<file path="src/sv/tmps_pkg.sv">
// Shared types and constants for the triangle maximum path sum unit.
package tmps_pkg;

   localparam int ENTRY_W      = 16;
   localparam int SUM_W        = 24;
   localparam int CFG_W        = 8;
   localparam int DEF_MAX_ROWS = 128;
   localparam int QUEUE_DEPTH  = 4;

   localparam logic signed [SUM_W-1:0] SUM_MIN = {1'b1, {(SUM_W-1){1'b0}}};
   localparam logic signed [SUM_W-1:0] SUM_MAX = {1'b0, {(SUM_W-1){1'b1}}};

   // What the front end learned about one entry
   typedef struct packed {
      logic has_left;     // column above-left exists
      logic has_right;    // column directly above exists
      logic last_row;     // entry belongs to the bottom row
      logic final_entry;  // last entry of the triangle
   } entry_flags_type;

   localparam int FLAGS_W = $bits(entry_flags_type);

endpackage

</file>
<file path="src/sv/tmps_front.sv">
// Front end: row/column tracking and classification of incoming entries.
module tmps_front import tmps_pkg::*; #(
   parameter int MAX_ROWS = DEF_MAX_ROWS,
   localparam int IDX_W = $clog2(MAX_ROWS)
) (
   input  logic                 clock,
   input  logic                 reset,
   input  logic                 csr_we,
   input  logic [CFG_W-1:0]     csr_wdata,
   input  logic                 push,
   output logic [IDX_W-1:0]     col,
   output entry_flags_type      flags
);

   logic [CFG_W-1:0] row_count_ff, row_count_in;
   logic [IDX_W-1:0] row_ff, row_in;
   logic [IDX_W-1:0] col_ff, col_in;
   logic [IDX_W-1:0] last_idx;
   int               eff_rows;

   always_comb begin
      if (row_count_ff == '0) begin
         eff_rows = 1;
      end else if (int'(row_count_ff) > MAX_ROWS) begin
         eff_rows = MAX_ROWS;
      end else begin
         eff_rows = int'(row_count_ff);
      end
      last_idx = IDX_W'(eff_rows - 1);
   end

   always_comb begin
      flags.has_left    = (col_ff != '0);
      flags.has_right   = (col_ff != row_ff);
      flags.last_row    = (row_ff == last_idx);
      flags.final_entry = flags.last_row && (col_ff == row_ff);
      col               = col_ff;

      row_count_in = row_count_ff;
      row_in       = row_ff;
      col_in       = col_ff;
      if (csr_we) begin
         row_count_in = csr_wdata;
         row_in       = '0;
         col_in       = '0;
      end else if (push) begin
         if (col_ff != row_ff) begin
            col_in = col_ff + 1'b1;
         end else if (!flags.last_row) begin
            row_in = row_ff + 1'b1;
            col_in = '0;
         end else begin
            row_in = '0;
            col_in = '0;
         end
      end
   end

   always_ff @(posedge clock) begin
      if (reset) begin
         row_count_ff <= CFG_W'(1);
         row_ff       <= '0;
         col_ff       <= '0;
      end else begin
         row_count_ff <= row_count_in;
         row_ff       <= row_in;
         col_ff       <= col_in;
      end
   end

endmodule

</file>
<file path="src/sv/tmps_queue.sv">
// Small FIFO between the front end and the back end.
module tmps_queue #(
   parameter int WIDTH = 8,
   parameter int DEPTH = 4,
   localparam int PTR_W = (DEPTH > 1) ? $clog2(DEPTH) : 1,
   localparam int CNT_W = $clog2(DEPTH + 1)
) (
   input  logic             clock,
   input  logic             reset,
   input  logic             push,
   input  logic [WIDTH-1:0] push_data,
   output logic             full,
   input  logic             pop,
   output logic             not_empty,
   output logic [WIDTH-1:0] pop_data
);

   logic [WIDTH-1:0] slot_ff [DEPTH];
   logic [PTR_W-1:0] wr_ptr_ff, wr_ptr_in;
   logic [PTR_W-1:0] rd_ptr_ff, rd_ptr_in;
   logic [CNT_W-1:0] count_ff, count_in;

   assign full      = (count_ff == CNT_W'(DEPTH));
   assign not_empty = (count_ff != '0);
   assign pop_data  = slot_ff[rd_ptr_ff];

   always_comb begin
      wr_ptr_in = wr_ptr_ff;
      rd_ptr_in = rd_ptr_ff;
      count_in  = count_ff;
      if (push) begin
         wr_ptr_in = (wr_ptr_ff == PTR_W'(DEPTH - 1)) ? '0 : wr_ptr_ff + 1'b1;
      end
      if (pop) begin
         rd_ptr_in = (rd_ptr_ff == PTR_W'(DEPTH - 1)) ? '0 : rd_ptr_ff + 1'b1;
      end
      if (push && !pop) begin
         count_in = count_ff + 1'b1;
      end else if (pop && !push) begin
         count_in = count_ff - 1'b1;
      end
   end

   always_ff @(posedge clock) begin
      if (reset) begin
         wr_ptr_ff <= '0;
         rd_ptr_ff <= '0;
         count_ff  <= '0;
      end else begin
         wr_ptr_ff <= wr_ptr_in;
         rd_ptr_ff <= rd_ptr_in;
         count_ff  <= count_in;
      end
   end

   always_ff @(posedge clock) begin
      if (push) begin
         slot_ff[wr_ptr_ff] <= push_data;
      end
   end

endmodule

</file>
<file path="src/sv/tmps_back.sv">
// Back end: row buffer read-modify-write, running bottom-row max, result register.
module tmps_back import tmps_pkg::*; #(
   parameter int MAX_ROWS = DEF_MAX_ROWS,
   localparam int IDX_W = $clog2(MAX_ROWS)
) (
   input  logic                       clock,
   input  logic                       reset,
   input  logic                       csr_we,
   input  logic                       q_not_empty,
   input  logic signed [ENTRY_W-1:0]  q_value,
   input  logic [IDX_W-1:0]           q_col,
   input  entry_flags_type            q_flags,
   output logic                       q_pop,
   output logic                       rsp_tvalid,
   input  logic                       rsp_tready,
   output logic signed [SUM_W-1:0]    rsp_tdata
);

   logic signed [SUM_W-1:0] row_sums [MAX_ROWS];

   logic                      b_valid_ff, b_valid_in;
   logic signed [ENTRY_W-1:0] b_value_ff;
   logic [IDX_W-1:0]          b_col_ff;
   entry_flags_type           b_flags_ff;
   logic                      fwd_ff, fwd_in;
   logic signed [SUM_W-1:0]   rd_ff;
   logic signed [SUM_W-1:0]   last_sum_ff;
   logic signed [SUM_W-1:0]   left_ff;
   logic signed [SUM_W-1:0]   bottom_ff, bottom_in;
   logic                      rsp_valid_ff, rsp_valid_in;
   logic signed [SUM_W-1:0]   rsp_data_ff;

   logic                      adv;
   logic                      wr_en;
   logic signed [SUM_W-1:0]   old_here;
   logic signed [SUM_W-1:0]   best;
   logic signed [SUM_W:0]     wide_sum;
   logic signed [SUM_W-1:0]   sum;
   logic signed [SUM_W-1:0]   new_max;

   assign adv        = !rsp_valid_ff || rsp_tready;
   assign q_pop      = adv && q_not_empty;
   assign wr_en      = adv && b_valid_ff;
   assign rsp_tvalid = rsp_valid_ff;
   assign rsp_tdata  = rsp_data_ff;

   always_comb begin
      // previous item wrote this column while our read was in flight
      old_here = fwd_ff ? last_sum_ff : rd_ff;

      if (b_flags_ff.has_left && b_flags_ff.has_right) begin
         best = (old_here > left_ff) ? old_here : left_ff;
      end else if (b_flags_ff.has_left) begin
         best = left_ff;
      end else if (b_flags_ff.has_right) begin
         best = old_here;
      end else begin
         best = '0;
      end

      wide_sum = (SUM_W+1)'(b_value_ff) + (SUM_W+1)'(best);
      if (wide_sum > (SUM_W+1)'(SUM_MAX)) begin
         sum = SUM_MAX;
      end else if (wide_sum < (SUM_W+1)'(SUM_MIN)) begin
         sum = SUM_MIN;
      end else begin
         sum = wide_sum[SUM_W-1:0];
      end

      new_max = (sum > bottom_ff) ? sum : bottom_ff;

      b_valid_in   = adv ? q_not_empty : b_valid_ff;
      fwd_in       = fwd_ff;
      bottom_in    = bottom_ff;
      rsp_valid_in = rsp_valid_ff;
      if (adv) begin
         fwd_in       = wr_en && (b_col_ff == q_col);
         rsp_valid_in = b_valid_ff && b_flags_ff.final_entry;
      end
      if (csr_we) begin
         bottom_in = SUM_MIN;
      end else if (wr_en && b_flags_ff.final_entry) begin
         bottom_in = SUM_MIN;
      end else if (wr_en && b_flags_ff.last_row) begin
         bottom_in = new_max;
      end
   end

   always_ff @(posedge clock) begin
      if (reset) begin
         b_valid_ff   <= 1'b0;
         fwd_ff       <= 1'b0;
         bottom_ff    <= SUM_MIN;
         rsp_valid_ff <= 1'b0;
      end else begin
         b_valid_ff   <= b_valid_in;
         fwd_ff       <= fwd_in;
         bottom_ff    <= bottom_in;
         rsp_valid_ff <= rsp_valid_in;
      end
   end

   always_ff @(posedge clock) begin
      if (q_pop) begin
         b_value_ff <= q_value;
         b_col_ff   <= q_col;
         b_flags_ff <= q_flags;
         rd_ff      <= row_sums[q_col];
      end
      if (wr_en) begin
         row_sums[b_col_ff] <= sum;
         last_sum_ff        <= sum;
         left_ff            <= old_here;
      end
      if (wr_en && b_flags_ff.final_entry) begin
         rsp_data_ff <= new_max;
      end
   end

   a_fwd_needs_prior: assert property (@(posedge clock) disable iff (reset)
      fwd_ff && b_valid_ff |-> $past(b_valid_ff))
      else $error("forward flag set without a preceding write");

   a_hold_on_stall: assert property (@(posedge clock) disable iff (reset)
      rsp_valid_ff && !rsp_tready |=> $stable(b_valid_ff) && $stable(b_col_ff))
      else $error("back stage moved while result stalled");

   a_final_emits: assert property (@(posedge clock) disable iff (reset)
      wr_en && b_flags_ff.final_entry |=> rsp_valid_ff)
      else $error("final entry did not produce a result");

   a_left_col0: assert property (@(posedge clock) disable iff (reset)
      b_valid_ff && !b_flags_ff.has_left |-> b_col_ff == '0)
      else $error("entry without left parent not in column zero");

endmodule

</file>
<file path="src/sv/triangle_max_path_sum_unit.sv">
// Top level of the triangle maximum path sum unit.
//
//  channel | dir | handshake            | payload
//  req     | in  | req_tvalid/tready    | tdata[15:0] entry_value
//  rsp     | out | rsp_tvalid/tready    | tdata[23:0] best_sum
//  csr     | in  | csr_we               | csr_wdata[7:0] row_count
//
// One entry per cycle while the result is not stalled; the final entry's value passes the
// queue slot, then the row-buffer read stage, then its sum goes into the result register
// that drives rsp_tvalid; classification is combinational.
// The row buffer does one read and one write per cycle; a same-column hazard
// between neighboring entries is covered by forwarding the last written sum.
// Reset is synchronous; row_count returns to 1. No clearing pass is needed.
// A stalled result holds the back end; the 4-entry queue keeps req ready until full.
module triangle_max_path_sum_unit import tmps_pkg::*; #(
   parameter int MAX_ROWS = DEF_MAX_ROWS
) (
   input  logic                  clock,
   input  logic                  reset,
   input  logic                  req_tvalid,
   output logic                  req_tready,
   input  logic [ENTRY_W-1:0]    req_tdata,   // [15:0] entry_value
   output logic                  rsp_tvalid,
   input  logic                  rsp_tready,
   output logic [SUM_W-1:0]      rsp_tdata,   // [23:0] best_sum
   input  logic                  csr_we,
   input  logic [CFG_W-1:0]      csr_wdata    // [7:0] row_count
);

   localparam int IDX_W = $clog2(MAX_ROWS);
   localparam int Q_W   = FLAGS_W + IDX_W + ENTRY_W;

   logic              push;
   logic              q_full;
   logic              q_not_empty;
   logic              q_pop;
   logic [IDX_W-1:0]  f_col;
   entry_flags_type   f_flags;
   logic [Q_W-1:0]    q_in;
   logic [Q_W-1:0]    q_out;
   entry_flags_type   q_flags;
   logic [IDX_W-1:0]  q_col;
   logic signed [ENTRY_W-1:0] q_value;
   logic signed [SUM_W-1:0]   rsp_sum;

   assign req_tready = !q_full;
   assign push       = req_tvalid && req_tready;
   assign q_in       = {f_flags, f_col, req_tdata};
   assign q_value    = q_out[ENTRY_W-1:0];
   assign q_col      = q_out[ENTRY_W +: IDX_W];
   assign q_flags    = q_out[ENTRY_W+IDX_W +: FLAGS_W];
   assign rsp_tdata  = rsp_sum;

   tmps_front #(.MAX_ROWS(MAX_ROWS)) u_front (
      .clock     (clock),
      .reset     (reset),
      .csr_we    (csr_we),
      .csr_wdata (csr_wdata),
      .push      (push),
      .col       (f_col),
      .flags     (f_flags)
   );

   tmps_queue #(.WIDTH(Q_W), .DEPTH(QUEUE_DEPTH)) u_queue (
      .clock     (clock),
      .reset     (reset),
      .push      (push),
      .push_data (q_in),
      .full      (q_full),
      .pop       (q_pop),
      .not_empty (q_not_empty),
      .pop_data  (q_out)
   );

   tmps_back #(.MAX_ROWS(MAX_ROWS)) u_back (
      .clock       (clock),
      .reset       (reset),
      .csr_we      (csr_we),
      .q_not_empty (q_not_empty),
      .q_value     (q_value),
      .q_col       (q_col),
      .q_flags     (q_flags),
      .q_pop       (q_pop),
      .rsp_tvalid  (rsp_tvalid),
      .rsp_tready  (rsp_tready),
      .rsp_tdata   (rsp_sum)
   );

endmodule

</file>
<file path="config.mk">
export PLATFORM = sky130hd
export DESIGN_NAME = triangle_max_path_sum_unit
export DESIGN_NICKNAME = d
export VERILOG_FILES = /design/src/sv/tmps_pkg.sv /design/src/sv/tmps_front.sv /design/src/sv/tmps_queue.sv /design/src/sv/tmps_back.sv /design/src/sv/triangle_max_path_sum_unit.sv
export SDC_FILE = /design/constraint.sdc
export NUM_CORES = 2
export LEC_CHECK = 0
export BUFFER_PORTS_ARGS = -buffer_cell sky130_fd_sc_hd__buf_2
export CAP_MARGIN = 20
export CORE_UTILIZATION = 40
export CTS_BUF_LIST = sky130_fd_sc_hd__clkbuf_4
export DETAILED_ROUTE_END_ITERATION = 7
export SLEW_MARGIN = 5
export SYNTH_ARGS = -nofsm -noshare
export SYNTH_HDL_FRONTEND = slang
export SYNTH_SLANG_ARGS = --single-unit
</file>
<file path="constraint.sdc">
create_clock -name clock -period 17.74 [get_ports clock]
set_input_delay 2.661 -clock clock [delete_from_list [all_inputs] [get_ports clock]]
set_output_delay 2.661 -clock clock [all_outputs]
set_load 0.02 [all_outputs]
</file>
# After elaboration in Yosys (flattened, before gate mapping)
# Memory sizes are Yosys's and may differ from the RTL's. A register that Yosys moved wholly into a read port is not among the register bits.
# Cells that the tools add are included.
word_totals:
  ff_bits: 155
  latch_bits: 0
  ramBits: 3180
  rom_bits: 0
  output_inout_bits: 26
  elab_cells: 87
  memories: 2
memory_table:
  columns: ["memory", "words", "word_bits", "read_ports", "rd_clocked_by_memory_dff", "write_ports", "line", "text"]
  rows:
  - ["u_back.row_sums", 128, 24, 1, 1, 1, "tmps_back.sv:19", "logic signed [SUM_W-1:0] row_sums [MAX_ROWS];"]
  - ["u_queue.slot_ff", 4, 27, 1, 1, 1, "tmps_queue.sv:18", "logic [WIDTH-1:0] slot_ff [DEPTH];"]
op_classes:
  add_sub_neg: 8
  n_mul: 0
  div: 0
  magnitude_cmp: 5
  n_eq_ne: 7
  shift: 0
  muxes: 22
  bitwise: 1
  reduce_logical: 23
op_table:
  columns: ["op", "n"]
  rows:
  - ["24-bit two-way mux", 8]
  - ["24-bit > comparator", 2]
  - ["7-bit two-way mux", 4]
  - ["16-bit by 24-bit adder with 25-bit output", 1]
  - ["25-bit by 24-bit > comparator with 1-bit output, second input constant", 1]
  - ["25-bit by 24-bit < comparator with 1-bit output, second input constant", 1]
  - ["7-bit equality test", 3]
  - ["7-bit by 1-bit adder with 7-bit output, second input constant", 2]
  - ["1-bit logical AND", 11]
  - ["8-bit > comparator, second input constant", 1]
  - ["8-bit zero test", 1]
  - ["2-bit two-way mux", 4]
  - ["7-bit inequality test", 1]
  - ["7-bit nonzero test", 1]
  - ["7-bit by 2-bit subtractor with 7-bit output, second input constant", 1]
  - ["3-bit two-way mux", 2]
  - ["2-bit by 1-bit adder with 2-bit output, second input constant", 2]
  - ["2-bit equality test, second input constant", 2]
  - ["1-bit zero test", 4]
  - ["1-bit two-way mux", 4]
  - ["3-bit by 1-bit adder with 3-bit output, second input constant", 1]
  - ["3-bit equality test, second input constant", 1]
  - ["3-bit nonzero test", 1]
  - ["3-bit OR reduction", 1]
  - ["6 further kinds", 6]

# Logic depth before layout (Yosys ltp)
logic_depth:
  depth_word: 10
  mapped_depth: 36
  depth_no_buf: 30

# By module
# Synthesis repeated with hierarchy kept, for this count alone.
hier_totals:
  hier_cells: 5640
  hier_area_um2: 131165.8
by_module_without_submodules:
  columns: ["module", "instances", "cells_per_inst", "area_each_um2"]
  rows:
  - ["tmps_back", 1, 5281, 125395.3]
  - ["tmps_queue", 1, 185, 4385.5]
  - ["tmps_front", 1, 172, 1375.1]
  - ["triangle_max_path_sum_unit", 1, 2, 10.0]

# Worst setup path after synthesis
# OpenSTA, ideal clock, no wires.
synth_path:
  path_type: "reg2reg"
  from: "register u_back.fwd_ff"
  to: "register u_back.rsp_data_ff[5], in the netlist u_back.rsp_tdata[5], data pin"
  setup_time_ns: 0.272
  arrival_ns: 12.917
  required_time_ns: 17.468
  slack_ns: 4.551
  stages_incl_launch_ff: 32
  n_path_buf: 5
  period_less_slack_ns: 13.189
  path_cell_list: "dfxtp_1 > clkbuf_1 > clkbuf_1 > mux2i_1 > inv_1 > ha_1 > nand4_1 > nor4_1 > nand3_1 > or3_1 > nand3_1 > a31oi_1 > a21oi_1 > clkbuf_1 > o2bb2ai_1 > ha_1 > buf_2 > a21o_1 > a21o_1 > a311o_1 > o21ai_1 > a22oi_2 > o21ai_0 > ha_1 > a21o_1 > nand3_1 > a21oi_1 > a2111oi_1 > nand3_1 > nand3_1 > clkbuf_1 > mux2_2"
synth_via:
  elab_chain_cells: 10
  elab_cells_between_ends: 13
  classes_between: "1 x add/sub; 4 x order compare; 8 x mux"
synth_rtl:
  columns: ["item", "line", "text"]
  rows:
  - ["from (decl)", "tmps_back.sv:25", "logic fwd_ff, fwd_in;"]
  - ["from (signal assigned)", "tmps_back.sv:97", "fwd_ff <= fwd_in;"]
  - ["24-bit two-way mux (*)", "tmps_back.sv:49", "old_here = fwd_ff ? last_sum_ff : rd_ff;"]
  - ["via u_back.old_here[14]", "tmps_back.sv:35", "logic signed [SUM_W-1:0] old_here;"]
  - ["24-bit > comparator / 24-bit two-way mux (equally long branches)", "tmps_back.sv:52, tmps_back.sv:55", null]
  - ["24-bit two-way mux (on tied branches)", "tmps_back.sv:52, tmps_back.sv:53", null]
  - ["24-bit two-way mux (*)", "tmps_back.sv:51", "if (b_flags_ff.has_left && b_flags_ff.has_right) begin"]
  - ["16-bit by 24-bit adder with 25-bit output (*)", "tmps_back.sv:61", "wide_sum = (SUM_W+1)'(b_value_ff) + (SUM_W+1)'(best);"]
  - ["25-bit by 24-bit < comparator with 1-bit output", "tmps_back.sv:64", "end else if (wide_sum < (SUM_W+1)'(SUM_MIN)) begin"]
  - ["24-bit two-way mux", "tmps_back.sv:64", null]
  - ["24-bit two-way mux (*)", "tmps_back.sv:62", "if (wide_sum > (SUM_W+1)'(SUM_MAX)) begin"]
  - ["via u_back.sum[17]", "tmps_back.sv:38", "logic signed [SUM_W-1:0] sum;"]
  - ["24-bit > comparator (*)", "tmps_back.sv:70", "new_max = (sum > bottom_ff) ? sum : bottom_ff;"]
  - ["24-bit two-way mux (*)", "tmps_back.sv:70", null]
  - ["via u_back.new_max[5]", "tmps_back.sv:39", "logic signed [SUM_W-1:0] new_max;"]
  - ["to (signal assigned)", "tmps_back.sv:116", "rsp_data_ff <= new_max;"]
  - ["to (decl)", "tmps_back.sv:31", "logic signed [SUM_W-1:0] rsp_data_ff;"]
# Mark *: on every way through the listed nets, which the timed path passes. The rest lies on a longest branch.
# A chain may end at the register's enable or synchronous reset.

# Worst setup path after layout
layout_path:
  from: "register u_back.fwd_ff"
  to: "register u_back.bottom_ff[1]"
layout_via:
  elab_chain_cells: 10
  elab_cells_between_ends: 13
  classes_between: "1 x add/sub; 4 x order compare; 8 x mux"
layout_rtl:
  columns: ["item", "line", "text"]
  rows:
  - ["24-bit two-way mux (*)", "tmps_back.sv:49", null]
  - ["via u_back.old_here[14]", "tmps_back.sv:35", null]
  - ["24-bit > comparator / 24-bit two-way mux (equally long branches)", "tmps_back.sv:52, tmps_back.sv:55", null]
  - ["24-bit two-way mux (on tied branches)", "tmps_back.sv:52, tmps_back.sv:53", null]
  - ["24-bit two-way mux (*)", "tmps_back.sv:51", null]
  - ["16-bit by 24-bit adder with 25-bit output (*)", "tmps_back.sv:61", null]
  - ["25-bit by 24-bit < comparator with 1-bit output", "tmps_back.sv:64", null]
  - ["24-bit two-way mux", "tmps_back.sv:64", null]
  - ["24-bit two-way mux (*)", "tmps_back.sv:62", null]
  - ["via u_back.sum[17]", "tmps_back.sv:38", null]
  - ["24-bit > comparator (*)", "tmps_back.sv:70", null]
  - ["24-bit two-way mux (*)", "tmps_back.sv:70", null]
  - ["to (signal assigned)", "tmps_back.sv:98", "bottom_ff <= bottom_in;"]
  - ["to (decl)", "tmps_back.sv:29", "logic signed [SUM_W-1:0] bottom_ff, bottom_in;"]
# Marked as above.

==> results.tsv <==
metric	value	unit
status	complete, but fails checks	
violations	design-rule violations	
tns	0	ns
num_vias	84650	
worst_pin_slew	1.306	ns
postRouteWirelength	401700	um
drt_first_pass_iters	6	
setup_viol	0	
hp-class	reg2reg	
hold_buffers	0	
cts_num_sinks	3361	
synth_area_leaders	edfxtp_1 74%, nand2_1 5.1%, a21oi_1 2.5%, mux2i_1 2.1%, mux4_2 2.0%	
synth_ff_type	edfxtp_1	
worstPathArrival	11.22	ns
post-cts-setup-buffers	0	
synthArstFlopShare	0	%
grt_max_degree	171	
yosys_warnings	0	
insertion_delay	1.48	ns
cpPeakStageDelay	0.82	ns
synthDominantCellAreaShare	74.26	%
wl_met2	190600	um
wl_met3	36120	um
drive_gt1_share	18.77	%
post-route-period-util	56.08	%
max_freq	0.1005	GHz
synth_most_common_cell	edfxtp_1	
hold_violations	0	
antenna_found_initial	24	
antenna_left	0	
fin_worst_skew	0.1947	ns
cts.repair.resized	0	
gp_congestion	0.8709	
nNetsFinal	9901	
cts_root_buf	clkbuf_4	
coreArea	331300	um^2
required	19.01	ns
rsz0062_at_grt	no	
fp.dieW	579.9	um
synth_top_area_cell	edfxtp_1	
die_h	579.9	um
worstSetupEndpointType	flop	
ys_ff_latch	3361	
drt_iter0_drc	9898	
die-area	336200	um^2
grt_pass1_wl	572800	um
htreeDepth	6	
io_buffers	54	
cts_tree	built	
synth-seq-area-share	75.13	%
cpMostUsedCell	buf_4	
cp_max_fo	68	
cts-buffers-inserted	818	
avgSynthCellArea	14.53	um^2
synth_cells	9190	
min_period	9.948	ns
cp-start-kind	flop	
post-route-drc-count	2	
viasPerCell	5.739	
dr.max_layer_used	met5	
ctsLongestPathBuffers	4	
wl_met1	159000	um
ioPinCount	55	
grt_pass1_vias	82190	
critPathKind	reg2reg	
gr-usage-all-layers	23.23	%
crit_path_top_delay_cell	and2_1	
slew_headroom	12.15	%
drv_slew	0	
cap_violations	0	
hpwl	218500	um
synth-edff-count	3303	
synthDistinctLibCells	66	
clk_pin_slew_worst_paths	0.06	ns
initial_core_util	40.31	%
synthTopCellsByCount	3303 x edfxtp_1, 1813 x nand2_1, 665 x a21oi_1	
synth_area	133600	um^2
rows	211	
syn2layout_area_growth	12.56	%
grt.overflow.total	0	
wl_per_cell	27.23	um
syn_nets	9303	
## per-stage QoR
step / std cells / setup slack [ns] / hold WS, ns / instance area (um^2) / utilization (%)
global route: 14730 / 6.990 / 0.5211 / 150300 / 45.36
detailed placement: 13330 / 7.707 / 0.4587 / 140200 / 42.30
global placement: 13320 / 7.754 / 0.4401 / 140000 / 42.26
finish: 14750 / 7.792 / 0.4620 / 150300 / 45.37
CTS: 14720 / 7.726 / 0.4668 / 150200 / 45.34
floorplan: 9190 / 4.551 / 0.4317 / 133600 / -
## worst max-delay path: cells and delay by family (launching register included)
| kind | cells | cell delay, ns |
|---|---|---|
| multiplexers | 1 | 0.33 |
| AO/OA/AOI/OAI | 11 | 2.66 |
| flip-flops | 1 | 0.31 |
| adder cells (fa/ha/maj) | 3 | 1.09 |
| AND/OR/NAND/NOR | 11 | 3.65 |
| buffers and inverters | 5 | 1.77 |
## worst paths after layout
kind	from	to	slack [ns]	cells past startpoint
max reg2reg	u_back.fwd_ff$_SDFFE_PP0N_	u_back.bottom_ff[1]$_SDFFE_PP0P_	7.79	31
min	u_back.b_valid_ff$_SDFFE_PP0N_	u_back.b_valid_ff$_SDFFE_PP0N_	0.46	2
max	u_back.fwd_ff$_SDFFE_PP0N_	u_back.bottom_ff[1]$_SDFFE_PP0P_	7.79	31
min reg2reg	u_back.b_valid_ff$_SDFFE_PP0N_	u_back.b_valid_ff$_SDFFE_PP0N_	0.46	2
## layer usage
layer	GRT usage [%]	vias up
li1	-	36590
met1	30.51	43020
met2	37.80	4347
met3	4.482	692
met4	9.690	2
met5	0	-
## cell type report
| class | instances | area (um^2) |
|---|---|---|
| fillers | 29160 | 181000 |
| flip-flops and latches | 3361 | 100300 |
| multi-input cells | 5158 | 31260 |
| clock buffers | 1182 | 8874 |
| well taps | 4366 | 5463 |
| repair buffers | 356 | 2765 |
| clock inverters | 208 | 1185 |
| inverters | 93 | 372.9 |
| diodes | 27 | 67.56 |
## sequential cells by signal, summed over array words and instances (netlist names), 16 cells and up, named ones only
register	cells
u_back.b_value_ff	16
u_back.bottom_ff	24
u_back.last_sum_ff	24
u_back.left_ff	24
u_back.rd_ff	24
u_back.row_sums	3072
u_back.rsp_tdata	24
u_queue.slot_ff	108
## logic make-up after synthesis
kind of cell | after synthesis | share of synthesized area (%)
multiplexers | 428 | 4.342
flip-flops | 3361 | 75.13
AND/OR/NAND/NOR | 2918 | 9.488
adder cells (fa/ha/maj) | 84 | 0.7981
XOR/XNOR | 52 | 0.3410
AO/OA/AOI/OAI | 1676 | 7.698
buffers and inverters | 671 | 2.204
## layout by cell type (no fill, tap or decap), types with 26 or more instances in the layout
master,Yosys,routed
buf_2,134,58
clkinv_1,1,158
a21o_1,26,26
nor3_1,35,31
dfxtp_1,58,57
a311oi_1,101,101
nor2_4,0,28
buf_4,53,279
edfxtp_1,3303,3303
clkbuf_4,1,1182
nor2b_1,251,249
mux4_2,118,118
ha_1,82,82
nor2_1,300,170
nand3_1,216,212
diode_2,0,27
xor2_1,29,29
a31oi_1,151,151
mux2i_1,279,279
nand2_1,1813,1805
o32ai_1,49,49
inv_1,89,88
o21ai_0,186,179
nor2_2,0,102
o22ai_1,168,168
o2bb2ai_1,32,32
a211oi_1,241,241
nor4_1,223,214
mux2_2,31,29
a21oi_1,665,650
Power is left out: the tool's default activity adds up to more than one toggle a clock period on the data nets, which glitch-free logic cannot reach.
